--- src/hw/rtl/msd_pkg.sv ---
// Types and constants for the media stream deframer.
// Used by the parser, output register, top level and checker.
package msd_pkg;

	localparam int unsigned NAME_BYTES = 64;
	localparam logic [7:0] NAME_LIMIT = 8'(NAME_BYTES);

	localparam logic [6:0] HDR_BYTES   = 7'd12;
	localparam logic [6:0] STAMP_BYTES = 7'd8;
	localparam logic [6:0] VMETA_BYTES = 7'd12;
	localparam logic [6:0] AMETA_BYTES = 7'd4;
	localparam logic [6:0] CODEC_END   = 7'd4;
	localparam logic [6:0] WIDTH_END   = 7'd8;

	typedef enum logic [1:0] {
		PH_NAME = 2'd0,
		PH_META = 2'd1,
		PH_HEAD = 2'd2,
		PH_LOAD = 2'd3
	} msd_phase_t;

	typedef enum logic [1:0] {
		KIND_NAME    = 2'd0,
		KIND_VMETA   = 2'd1,
		KIND_AMETA   = 2'd2,
		KIND_PAYLOAD = 2'd3
	} msd_kind_t;

	localparam logic STREAM_VIDEO = 1'b0;
	localparam logic STREAM_AUDIO = 1'b1;

	typedef struct packed {
		msd_kind_t   kind;
		logic [7:0]  out_byte;
		logic [31:0] codec_id;
		logic [31:0] frame_width;
		logic [31:0] frame_height;
		logic        config_flag;
		logic        key_flag;
		logic [61:0] timestamp;
		logic [31:0] frame_length;
		logic        last;
	} msd_result_t;

endpackage

--- src/hw/rtl/msd_parser.sv ---
// Input register and stream parser: holds the parse state and forms at most
// one result per registered byte. Depends on msd_pkg.
module msd_parser import msd_pkg::*; (
	input  logic        clk,
	input  logic        arst_n,
	input  logic        in_valid,
	output logic        in_ready,
	input  logic [7:0]  data_byte,
	input  logic        restart,
	input  logic        cfg_wr_en,
	input  logic        cfg_wr_data,
	input  logic        advance,
	output logic        src_valid,
	output logic        res_valid,
	output msd_result_t res
);

	logic        valid_s1;
	logic [7:0]  byte_s1;
	logic        restart_s1;

	logic        stream_kind_q;
	msd_phase_t  phase_q;
	logic [6:0]  count_q;
	logic [63:0] stamp_q;
	logic [31:0] word_q;
	logic [31:0] codec_q;
	logic [31:0] width_q;
	logic [31:0] length_q;
	logic [31:0] left_q;

	msd_phase_t  cur_phase, nxt_phase;
	logic [6:0]  cur_count, nxt_count, count_inc;
	logic [63:0] cur_stamp, nxt_stamp;
	logic [31:0] cur_word, nxt_word;
	logic [31:0] cur_codec, nxt_codec;
	logic [31:0] cur_width, nxt_width;
	logic [31:0] cur_length, nxt_length;
	logic [31:0] cur_left, nxt_left;
	logic        name_fin;
	logic        load_fin;
	logic        consume;

	assign in_ready  = !valid_s1 || advance;
	assign consume   = valid_s1 && advance;
	assign src_valid = valid_s1;

	always_ff @(posedge clk or negedge arst_n) begin
		if (!arst_n) begin
			valid_s1 <= 1'b0;
		end else if (in_valid && in_ready) begin
			valid_s1 <= 1'b1;
		end else if (advance) begin
			valid_s1 <= 1'b0;
		end
	end

	always_ff @(posedge clk) begin
		if (in_valid && in_ready) begin
			byte_s1    <= data_byte;
			restart_s1 <= restart;
		end
	end

	always_comb begin
		if (restart_s1) begin
			cur_phase  = stream_kind_q ? PH_META : PH_NAME;
			cur_count  = '0;
			cur_stamp  = '0;
			cur_word   = '0;
			cur_codec  = '0;
			cur_width  = '0;
			cur_length = '0;
			cur_left   = '0;
		end else begin
			cur_phase  = phase_q;
			cur_count  = count_q;
			cur_stamp  = stamp_q;
			cur_word   = word_q;
			cur_codec  = codec_q;
			cur_width  = width_q;
			cur_length = length_q;
			cur_left   = left_q;
		end
	end

	assign count_inc = cur_count + 7'd1;
	assign name_fin  = ({1'b0, cur_count} + 8'd1) >= NAME_LIMIT;
	assign load_fin  = cur_left <= 32'd1;

	always_comb begin
		nxt_phase  = cur_phase;
		nxt_count  = cur_count;
		nxt_stamp  = cur_stamp;
		nxt_word   = cur_word;
		nxt_codec  = cur_codec;
		nxt_width  = cur_width;
		nxt_length = cur_length;
		nxt_left   = cur_left;
		res_valid  = 1'b0;
		res        = '0;
		case (cur_phase)
			PH_NAME: begin
				res_valid    = 1'b1;
				res.kind     = KIND_NAME;
				res.out_byte = byte_s1;
				res.last     = name_fin;
				if (name_fin) begin
					nxt_phase = PH_META;
					nxt_count = '0;
				end else begin
					nxt_count = count_inc;
				end
			end
			PH_META: begin
				nxt_word  = {cur_word[23:0], byte_s1};
				nxt_count = count_inc;
				if (stream_kind_q == STREAM_VIDEO && count_inc == CODEC_END) begin
					nxt_codec = nxt_word;
				end
				if (stream_kind_q == STREAM_VIDEO && count_inc == WIDTH_END) begin
					nxt_width = nxt_word;
				end
				if (count_inc >= (stream_kind_q ? AMETA_BYTES : VMETA_BYTES)) begin
					nxt_count = '0;
					nxt_phase = PH_HEAD;
					res_valid = 1'b1;
					if (stream_kind_q == STREAM_AUDIO) begin
						res.kind     = KIND_AMETA;
						res.codec_id = nxt_word;
					end else begin
						res.kind         = KIND_VMETA;
						res.codec_id     = cur_codec;
						res.frame_width  = cur_width;
						res.frame_height = nxt_word;
					end
				end
			end
			PH_HEAD: begin
				if (cur_count < STAMP_BYTES) begin
					nxt_stamp = {cur_stamp[55:0], byte_s1};
				end else begin
					nxt_word = {cur_word[23:0], byte_s1};
				end
				nxt_count = count_inc;
				if (count_inc >= HDR_BYTES) begin
					nxt_count = '0;
					if (nxt_word != 32'd0) begin
						nxt_length = nxt_word;
						nxt_left   = nxt_word;
						nxt_phase  = PH_LOAD;
					end
				end
			end
			PH_LOAD: begin
				res_valid        = 1'b1;
				res.kind         = KIND_PAYLOAD;
				res.out_byte     = byte_s1;
				res.config_flag  = cur_stamp[63];
				res.key_flag     = cur_stamp[62];
				res.timestamp    = cur_stamp[61:0];
				res.frame_length = cur_length;
				res.last         = load_fin;
				if (load_fin) begin
					nxt_left  = '0;
					nxt_phase = PH_HEAD;
					nxt_count = '0;
				end else begin
					nxt_left = cur_left - 32'd1;
				end
			end
			default: begin
				nxt_phase = cur_phase;
			end
		endcase
	end

	always_ff @(posedge clk or negedge arst_n) begin
		if (!arst_n) begin
			stream_kind_q <= STREAM_VIDEO;
			phase_q       <= PH_NAME;
			count_q       <= '0;
			stamp_q       <= '0;
			word_q        <= '0;
			codec_q       <= '0;
			width_q       <= '0;
			length_q      <= '0;
			left_q        <= '0;
		end else if (cfg_wr_en) begin
			stream_kind_q <= cfg_wr_data;
			phase_q       <= cfg_wr_data ? PH_META : PH_NAME;
			count_q       <= '0;
			stamp_q       <= '0;
			word_q        <= '0;
			codec_q       <= '0;
			width_q       <= '0;
			length_q      <= '0;
			left_q        <= '0;
		end else if (consume) begin
			phase_q  <= nxt_phase;
			count_q  <= nxt_count;
			stamp_q  <= nxt_stamp;
			word_q   <= nxt_word;
			codec_q  <= nxt_codec;
			width_q  <= nxt_width;
			length_q <= nxt_length;
			left_q   <= nxt_left;
		end
	end

endmodule

--- src/hw/rtl/msd_out_reg.sv ---
// Result register with valid and ready toward the receiver.
// Depends on msd_pkg for the result struct.
module msd_out_reg import msd_pkg::*; (
	input  logic        clk,
	input  logic        arst_n,
	input  logic        src_valid,
	input  logic        src_has_result,
	input  msd_result_t src_res,
	output logic        advance,
	output logic        out_valid,
	input  logic        out_ready,
	output msd_result_t res_q
);

	logic valid_q;

	assign advance   = !valid_q || out_ready;
	assign out_valid = valid_q;

	always_ff @(posedge clk or negedge arst_n) begin
		if (!arst_n) begin
			valid_q <= 1'b0;
		end else if (advance) begin
			valid_q <= src_valid && src_has_result;
		end
	end

	always_ff @(posedge clk) begin
		if (advance && src_valid && src_has_result) begin
			res_q <= src_res;
		end
	end

endmodule

--- src/hw/rtl/media_stream_deframer_unit.sv ---
// Media stream deframer, top level.
// Depends on msd_pkg, msd_parser and msd_out_reg.
//
// Input channel: one stream byte per item (data_byte, restart) on
// in_valid / in_ready. restart set on an item starts parsing over at the
// stream start, with that byte as the first byte of the stream.
// Output channel: at most one result per input item on out_valid /
// out_ready: a name byte, a video or audio metadata record, or a payload
// byte tagged with its frame's flags, timestamp and length.
// Configuration: cfg_wr_en writes cfg_wr_data into stream_kind (0 video,
// 1 audio) and restarts parsing; write only while the block is idle.
// Path: an accepted item is held in the input register, and the parse step
// runs from the input register into the result register that drives the outputs.
// Throughput: one item per cycle while the receiver does not stall; the whole
// parse step sits between the input register and the result register.
// Reset: clears both valid flags and returns parsing to the video name
// phase. When the receiver stalls, the result register holds and the input
// register fills, then in_ready drops until out_ready returns.
module media_stream_deframer_unit import msd_pkg::*; (
	input  logic        clk,
	input  logic        arst_n,
	input  logic        in_valid,
	output logic        in_ready,
	input  logic [7:0]  data_byte,
	input  logic        restart,
	input  logic        cfg_wr_en,
	input  logic        cfg_wr_data,
	output logic        out_valid,
	input  logic        out_ready,
	output logic [1:0]  kind,
	output logic [7:0]  out_byte,
	output logic [31:0] codec_id,
	output logic [31:0] frame_width,
	output logic [31:0] frame_height,
	output logic        config_flag,
	output logic        key_flag,
	output logic [61:0] timestamp,
	output logic [31:0] frame_length,
	output logic        last
);

	logic        advance;
	logic        src_valid;
	logic        res_valid;
	msd_result_t res;
	msd_result_t res_q;

	msd_parser u_parser (
		.clk         (clk),
		.arst_n      (arst_n),
		.in_valid    (in_valid),
		.in_ready    (in_ready),
		.data_byte   (data_byte),
		.restart     (restart),
		.cfg_wr_en   (cfg_wr_en),
		.cfg_wr_data (cfg_wr_data),
		.advance     (advance),
		.src_valid   (src_valid),
		.res_valid   (res_valid),
		.res         (res)
	);

	msd_out_reg u_out_reg (
		.clk            (clk),
		.arst_n         (arst_n),
		.src_valid      (src_valid),
		.src_has_result (res_valid),
		.src_res        (res),
		.advance        (advance),
		.out_valid      (out_valid),
		.out_ready      (out_ready),
		.res_q          (res_q)
	);

	assign kind         = res_q.kind;
	assign out_byte     = res_q.out_byte;
	assign codec_id     = res_q.codec_id;
	assign frame_width  = res_q.frame_width;
	assign frame_height = res_q.frame_height;
	assign config_flag  = res_q.config_flag;
	assign key_flag     = res_q.key_flag;
	assign timestamp    = res_q.timestamp;
	assign frame_length = res_q.frame_length;
	assign last         = res_q.last;

endmodule

--- config.mk ---
export PLATFORM = sky130hd
export DESIGN_NAME = media_stream_deframer_unit
export DESIGN_NICKNAME = d
export VERILOG_FILES = /design/src/hw/rtl/msd_pkg.sv /design/src/hw/rtl/msd_parser.sv /design/src/hw/rtl/msd_out_reg.sv /design/src/hw/rtl/media_stream_deframer_unit.sv
export SDC_FILE = /design/constraint.sdc
export NUM_CORES = 1
export LEC_CHECK = 0
export ABC_AREA = 1
export BUFFER_PORTS_ARGS = -buffer_cell sky130_fd_sc_hd__clkbuf_2
export CAP_MARGIN = 20
export CELL_PAD_IN_SITES_DETAIL_PLACEMENT = 0
export CELL_PAD_IN_SITES_GLOBAL_PLACEMENT = 2
export CORE_UTILIZATION = 38
export DETAILED_ROUTE_END_ITERATION = 6
export PLACE_DENSITY = 0.84
export SETUP_SLACK_MARGIN = 0.05
export SLEW_MARGIN = 20
export SYNTH_ARGS = -nofsm -noshare
export SYNTH_HDL_FRONTEND = slang
export SYNTH_SLANG_ARGS = --single-unit
--- constraint.sdc ---
create_clock -name clk -period 31.4 [get_ports clk]
set_clock_uncertainty 0.05 [all_clocks]
set_input_delay 3.14 -clock clk [delete_from_list [all_inputs] [get_ports clk]]
set_output_delay 3.14 -clock clk [all_outputs]
set_load 0.02 [all_outputs]
# Word-level counts from Yosys, hierarchy flattened

Index checks and enable logic that the tools add are counted.

Multiplexer cells: 63
Multiply operators: 0
Divide/modulo/power cells: 0
$lt $le $gt $ge: 5
Eq/ne operators: 5
Add/subtract/negate cells: 3
Shift operators: 0
Bitwise gates (word level): 3
Reduce and logical (&&, ||, !) cells: 17

Operators with widths:

| kind                                                             | number |
|---|---|
| two-way mux 32 bit                                               | 28 |
| two-way mux 64 bit                                               | 5 |
| one-hot mux 32 bit (2 select lines)                              | 2 |
| two-way mux 7 bit                                                | 7 |
| less-or-equal comparator 32 x 1 -> 1 bit (second input constant) | 1 |
| nonzero test 32 bit                                              | 1 |
| subtractor 32 x 1 -> 32 bit (second input constant)              | 1 |
| one-hot mux 7 bit (4 select lines)                               | 1 |
| two-way mux 2 bit                                                | 10 |
| adder 7 x 1 -> 8 bit (second input constant)                     | 1 |
| >= comparator 8 x 7 -> 1 bit (second input constant)             | 1 |
| one-hot mux 2 bit (4 select lines)                               | 1 |
| adder 7 x 1 -> 7 bit (second input constant)                     | 1 |
| equality test 7 x 3 -> 1 bit (second input constant)             | 1 |
| equality test 7 x 4 -> 1 bit (second input constant)             | 1 |
| >= comparator 7 x 4 -> 1 bit (second input constant)             | 1 |
| >= comparator 7 bit                                              | 1 |
| less-than comparator 7 x 4 -> 1 bit (second input constant)      | 1 |
| logical AND 1 bit                                                | 6 |
| two-way mux 1 bit                                                | 5 |
| equality test 2 bit (second input constant)                      | 2 |
| two-way mux 4 bit                                                | 1 |
| one-hot mux 1 bit (2 select lines)                               | 2 |
| one-hot mux 2 bit (2 select lines)                               | 1 |
| other kinds (9)                                                  | 14 |

Bits in read-only memories: 0
Memory bits (writable): 0
Memories kept: 0
Latch bits: 0
Register bits: 448
Word-level logic and storage cells: 119
Bits of input ports: 15
Output and inout port bits: 205

# Longest topological paths before layout

Gate-level depths: netlist (run 1).

Word-level depth: 10
Gate-level depth with buffers: 21
Gate-level depth less buffers: 20

# Hierarchy

A second synthesis (run 1) with hierarchy kept.

Cells, all modules: 2788
Area, all modules: 22663.0 um2

Modules (own cells, without submodules):

| module      | instances | cells each | area an instance (um2) | sequential area each (um2) |
|---|---|---|---|---|
| msd_parser  | 1         | 2579       | 16522.1                | 6150.9 |
| msd_out_reg | 1         | 209        | 6140.9                 | 6120.9 |

# Worst setup path after synthesis (run 1)

OpenSTA, ideal clock, no wires.

Kind: input -> register
Start point: input port out_ready
End point: register u_out_reg.res_q[0] (netlist name)
Data required time: 30.581 ns
Stages: 4
Data arrival time: 11.759 ns
Library setup time: 0.769 ns
Path buffers: 0
Setup slack: 18.822 ns
Path through: inv_1 -> nand2_1 -> nand2_1 -> nor2_1

Cells in the longest elaborated chain, start to end: 3

Ends and longest elaborated chain:

| item                            | line                             | RTL |
|---|---|---|
| start: declaration              | media_stream_deframer_unit.sv:29 | `input logic out_ready,` |
| logical OR 1 bit                | msd_out_reg.sv:17                | `assign advance = !valid_q \|\| out_ready;` |
| logical AND 1 bit (2 in series) | msd_out_reg.sv:29                | `if (advance && src_valid && src_has_result) begin` |

Every way passes these cells.
A chain may end at the register's enable or synchronous reset.

# Worst setup path after layout (run 1)

Start point: input port out_ready
End point: output port in_ready

Cells in the longest elaborated chain, start to end: 2

Ends and longest elaborated chain:

| item             | line                             | RTL |
|---|---|---|
| logical OR 1 bit | msd_out_reg.sv:17                |  |
| logical OR 1 bit | msd_parser.sv:44                 | `assign in_ready = !valid_s1 \|\| advance;` |
| end: declaration | media_stream_deframer_unit.sv:23 | `output logic in_ready,` |

Every way passes these cells.

==> results of run 1 <==
==> kinds of logic (layout without fill, tap and decap cells) <==
| family | after synthesis | after routing |
|---|---|---|
| simple gates | 1432 | 1432 |
| buf+inv | 391 | 559 |
| fa+ha+maj | 7 | 7 |
| compound gates | 449 | 449 |
| xor+xnor | 4 | 4 |
| flops | 448 | 448 |
==> placed cells by master (no fill, tap or decap), types with 3 or more instances in the layout <==
master,synthesis,final
nor2_4,4,8
clkbuf_2,0,218
o21ai_0,168,168
nand2_4,3,4
clkbuf_16,0,53
inv_1,209,208
nand2_2,13,13
o211ai_1,46,46
nand2_1,870,869
dfrtp_1,236,236
inv_2,9,8
edfxtp_1,212,212
nand4_1,14,14
a31oi_1,3,3
o21ai_1,37,37
buf_4,15,21
clkinv_2,0,14
a21oi_1,84,84
o22ai_1,97,97
nand3_1,115,114
clkbuf_8,0,3
nor2_1,394,390
nor2_2,4,4
xor2_1,3,3
ha_1,7,6
o31ai_1,6,6
nor3_1,9,9
clkbuf_1,97,12
clkinv_1,2,9
bufinv_16,0,3
==> routing by layer <==
layer	up-vias	wire, µm	track usage, %
li1	9184	-	-
met1	9196	32700	34.1
met2	581	29900	33.6
met3	96	3900	3.42
met4	0	1520	5.86
met5	-	0	0
==> through the flow <==
step	setup WS, ns	cells	util (%)	area, µm²
after floorplan	18.82	2731	-	22300
after global placement	24.64	3568	41.1	23800
after detailed placement	24.66	3568	41.1	23800
after CTS	24.65	3663	44.0	25400
after global routing	24.58	3664	44.0	25400
final	24.65	3664	44.0	25400
==> flip-flops by register name, summed over array words and instances (netlist names), 8 cells and up <==
| register | cells |
|---|---|
| u_parser.byte_s1 | 8 |
| u_parser.word_q | 32 |
| u_parser.width_q | 32 |
| u_parser.stamp_q | 64 |
| u_parser.length_q | 32 |
| u_parser.codec_q | 32 |
| u_parser.left_q | 32 |
| u_out_reg.res_q | 203 |
==> path summary, 6_finish.rpt <==
kind / startpoint / endpoint / depth (start not counted)
min: u_parser.length_q[19] / u_parser.length_q[19] / 2
max reg2reg: u_parser.restart_s1 / u_out_reg.res_q[67] / 16
max: out_ready / in_ready / 4
min in group asynchronous: arst_n / u_parser.width_q[4] / 1
min reg2reg: u_parser.length_q[19] / u_parser.length_q[19] / 2
max in group asynchronous: arst_n / u_parser.word_q[28] / 2
==> where the power goes <==
group          switching (mW)  internal (mW)
Clock                   0.249          0.341
Combinational           0.251         0.0768
Sequential             0.0260          0.686
Total                   0.526           1.10
==> cell type report <==
type | instances | area, µm²
clock inverter | 27 | 225
sequential | 448 | 12300
fill | 5767 | 32400
tap | 765 | 957
multi-input combinational | 1892 | 8410
clock buffer | 68 | 1410
timing repair buffer | 243 | 1330
inverter | 221 | 837
==> critical path, stage by stage <==
cell	delay [ns]
clkbuf_2	0.08
inv_1	0.06
nand3_1	0.11
clkbuf_2	0.18
==> results.md, run 1 <==
- Status: finished, final reports clean
- Clk buf depth: 3
- Yosys top cell by area: edfxtp_1
- Primary FF master, synth: dfrtp_1
- Routed wire length per instance: 18.6 µm
- Vias post-DR: 19100
- First-pass GRT wire length: 106 mm
- Num CTS Buffers: 51
- Share of cells above drive strength 1: 12.7%
- Worst skew pair latency: 0.61 ns
- Slew of the pin with the lowest slew margin: 1.05 ns
- Syn Area/Cell: 8.15 µm²
- CTS Sinks: 448
- Count leader, synth: nand2_1
- Final setup fails: 0
- Buffers on Ports: 219
- Post-synthesis mux area share: 0%
- Max-cap viol count: 0
- Core area: 57800 µm²
- Sequential area share after synthesis: 55.1%
- Nets@finish: 2879
- Antenna violations before repair: 1
- Vias in the first global route: 17700
- Most common library cells after synthesis: nand2_1 (870), nor2_1 (394), dfrtp_1 (236), edfxtp_1 (212), inv_1 (209)
- Leak: 11.9 nW
- Hpwl dp: 41.8 mm
- Clk Tree Root Cell: clkbuf_16
- Largest family of logic cells by synthesized area: simple AND/OR/NAND/NOR gates
- Compound-Gate Fraction of Synth Area: 11.4%
- Worst slew margin: 30.0%
- Routed Antenna Nets: 0
- RSZ-0062 raised after global routing: no
- Largest net degree at the start of global routing: 171
- Diodes inserted: 0
- Die W: 244 µm
- Adder-Cell Fraction of Synth Area: 0.393%
- Xor/xnor share of the synthesized area: 0.157%
- CP Max Fanout: 3
- Initial core utilization: 38.5%
- Gr usage total: 22.6%
- WP data arrival: 3.56 ns
- RePlAce Congestion: 0.837
- Hold Violations, Final: 0
- WS Path Type: in -> out
- Post-cts sizing count: 0
- Drt via density: 5.20
- Top cell type's share of synthesized area: 28.6%
- Row count: 88
- Async SR Flop Fraction: 52.7%
- Critical Path Sink Type: output port
- CTS tree: yes
- Total grt overflow: 0
- Critical Path RT: 28.21 ns
- Largest cells by area after synthesis: edfxtp_1 (29%), dfrtp_1 (27%), nand2_1 (15%)
- Final wirelength: 68.0 mm
- Die Y: 244 µm
- Synth cell types: 41
- Slew Viols, Final: 0
- # DRC: 0
- Cell area after synthesis: 22300 µm²
- Hold Crit Class: reg -> reg
- Synthesis-stage register bit count: 448
- Hold slack: 0.426 ns
- Worst-path clk slew: 0.05 ns
- Hold buffers post-CTS: 0
- Syn Inst Count: 2731
- Net count after synthesis: 2753
- Worst VDD drop: 0.0356 mV
- Reg2reg setup slack: 25.63 ns
- # IOs: 220
- Synth Area in Simple Gates: 25.6%
- Period Utilization, post-route: 21.5%
- DIE AREA: 59600 µm²
- Post-CTS Setup Inserts: 0
- TNS Setup: 0 ns
- First-pass DRT Iterations: 5
- Initial DRC count: 1804
- Max Freq: 148 MHz
- Tmin final: 6.75 ns
- Htree depth: 2
- Area growth from synthesis to layout: 14.3%
- Ys Warns: 0
- Crit start category: input pin
- Pwr/cell area: 64.1 nW/µm²
- Post-synth EDFFs: 212
- Tot Pwr: 1.63 mW
No activity file was read; power rests on OpenSTA's default activity.
==> run 2: changes to the inputs <==
- CORE_UTILIZATION: 38 -> 32
- PLACE_DENSITY: 0.84 -> 0.76
- clock period: 31.4 -> 5.6 ns (I/O delays scaled with it)
==> run 2 against run 1 <==
- critical path depth is 10 higher
- core utilization is 6.3 points lower
- combinational power grew to 5.6 times the previous value
- critical path type is now reg -> reg
==> results.md, run 2 (synthesized netlist as in run 1, its figures left out) <==
- Status: finished, final reports clean
- Slew of the pin with the lowest slew margin: 1.03 ns
- Core area: 68700 µm²
- Gr usage total: 19.8%
- Hold Violations, Final: 0
- # DRC: 0
- Min-delay src: data_byte[7]
- Diodes inserted: 0
- Vias in the first global route: 18200
- Share of cells above drive strength 1: 13.3%
- Worst VDD drop: 0.259 mV
- Clk buf depth: 3
- Buffers on Ports: 219
- Worst skew pair latency: 0.63 ns
- Largest net degree at the start of global routing: 170
- Final wirelength: 70.9 mm
- Worst r2r src: u_parser.restart_s1
- Critical Path RT: 6.09 ns
- Num CTS Buffers: 52
- Slew Viols, Final: 0
- WS Path Type: reg -> reg
- Fin area: 25900 µm²
- Max reg flops: 203
- DIE AREA: 70600 µm²
- RePlAce Congestion: 0.858
- Routed wire length per instance: 18.4 µm
- Initial core utilization: 32.4%
- Antenna violations before repair: 1
- Final setup fails: 0
- Leak: 12.0 nW
- Instance count along the most critical hold path: 1
- Period Utilization, post-route: 76.6%
- CTS tree: yes
- CTS Sinks: 448
- Die W: 266 µm
- Critical Path Sink Type: register
- Hold Path End: u_parser.byte_s1[7]
- Commonest cells after routing, fill and taps aside: nand2_1 (869), nor2_1 (389), dfrtp_1 (236), clkbuf_2 (218), edfxtp_1 (212)
- Die Y: 266 µm
- Pwr/cell area: 361 nW/µm²
- Total grt overflow: 0
- Reg2reg setup slack: 1.31 ns
- Post-CTS Setup Inserts: 0
- Max-cap viol count: 0
- Hold Crit Class: in -> reg
- CP Max Fanout: 46
- Place WS: 1.38 ns
- Final WS setup: 1.31 ns
- Drt via density: 4.97
- RSZ-0062 raised after global routing: no
- Worst-path clk slew: 0.06 ns
- Hold slack: 0.0823 ns
- Max Freq: 233 MHz
- Largest reg by FF count: u_out_reg.res_q
- Post-Layout Cell Count: 3845
- DP Cell Count: 3746
- Vias post-DR: 19100
- Area growth from synthesis to layout: 16.5%
- # IOs: 220
- R2r endpoint: u_parser.left_q[27]
- Htree depth: 2
- Most common cell after layout, fill and taps aside: nand2_1
- Worst slew margin: 31.4%
- Area of placed instances: 24100 µm²
- Hpwl dp: 45.8 mm
- Routed Antenna Nets: 0
- Row count: 96
- WP data arrival: 4.78 ns
- Tmin final: 4.29 ns
- Biggest regs: u_out_reg.res_q x203, u_parser.stamp_q x64
- TNS Setup: 0 ns
- Nets@finish: 2892
- First-pass GRT wire length: 109 mm
- Clk Tree Root Cell: clkbuf_16
- Crit start category: register
- Filler Cell Count: 7123
- FF-to-FF path depth: 14
- Initial DRC count: 1843
- First-pass DRT Iterations: 5
==> run 2: cell types whose count changed in the layout (fill, tap and decap cells not counted), sizes merged <==
cell         change
buf             +11
bufinv           +3
clkbuf           -4
clkinv           -9
clkinvlp        +10
dlygate4sd3      +1
inv              +3
==> run 2: what timing repair did <==
action | CTS | global route
resized for setup | 0 | 0
hold endpoints to repair | 59 | 0
hold buffers | 1 | 0
==> run 2: final cells by class <==
cell class / instances / area, µm² / share of cell area (%)
inverter: 221 / 836 / 3.22
clock buffer: 64 / 1380 / 5.31
clock inverter: 34 / 409 / 1.58
tap: 931 / 1160 / 4.49
sequential: 448 / 12300 / 47.3
multi-input combinational: 1892 / 8400 / 32.4
timing repair buffer: 255 / 1480 / 5.70
==> run 2: metrics by stage <==
stage	utilization [%]	total power, mW
floorplan	-	5.26
global placement	35.1	5.90
detailed placement	35.1	5.91
CTS	37.7	9.51
global route	37.7	9.80
finish	37.7	9.37
==> run 2: routing by layer <==
layer | wire [µm] | GRT usage (%) | share of wire (%) | vias to the layer above
li1 | - | - | - | 9232
met1 | 33200 | 28.1 | 47 | 9213
met2 | 31900 | 30.6 | 45 | 549
met3 | 3740 | 3.01 | 5.3 | 105
met4 | 2090 | 6.76 | 3.0 | 0
met5 | 0 | 0 | 0 | -
==> run 2: worst max-delay path by stage <==
| stage | from | endpoint | cells past startpoint |
|---|---|---|---|
| 2_1_floorplan | u_parser.restart_s1 | u_out_reg.res_q[0] | 16 |
| 3_5_place_dp | u_parser.restart_s1 | u_parser.left_q[27] | 14 |
| 6_report | u_parser.restart_s1 | u_parser.left_q[27] | 14 |
| 3_3_place_gp | u_parser.restart_s1 | u_parser.left_q[30] | 14 |
| 5_1_grt | u_parser.restart_s1 | u_parser.left_q[27] | 14 |
| 4_1_cts | u_parser.restart_s1 | u_parser.left_q[27] | 14 |
==> run 2: critical path: stages (launching register included) <==
cell and delay [ns]:
edfxtp_1 0.69, inv_6 0.46, buf_4 0.46, nand2_1 0.17, nor2_1 0.17, nand2_1 0.06
nand2_1 0.07, nand2_2 0.08, nor2_1 0.13, nand3_1 0.47, nand2_4 0.50, nand2_2 0.42
o211ai_1 0.32, nand2_1 0.08, nand2_1 0.07
==> run 2: where the power goes <==
part	leakage [nW]	switching [mW]	total, mW	internal [mW]
clock	0.826	1.49	3.54	2.05
sequential	5.34	0.144	3.99	3.84
combinational	5.80	1.41	1.84	0.439
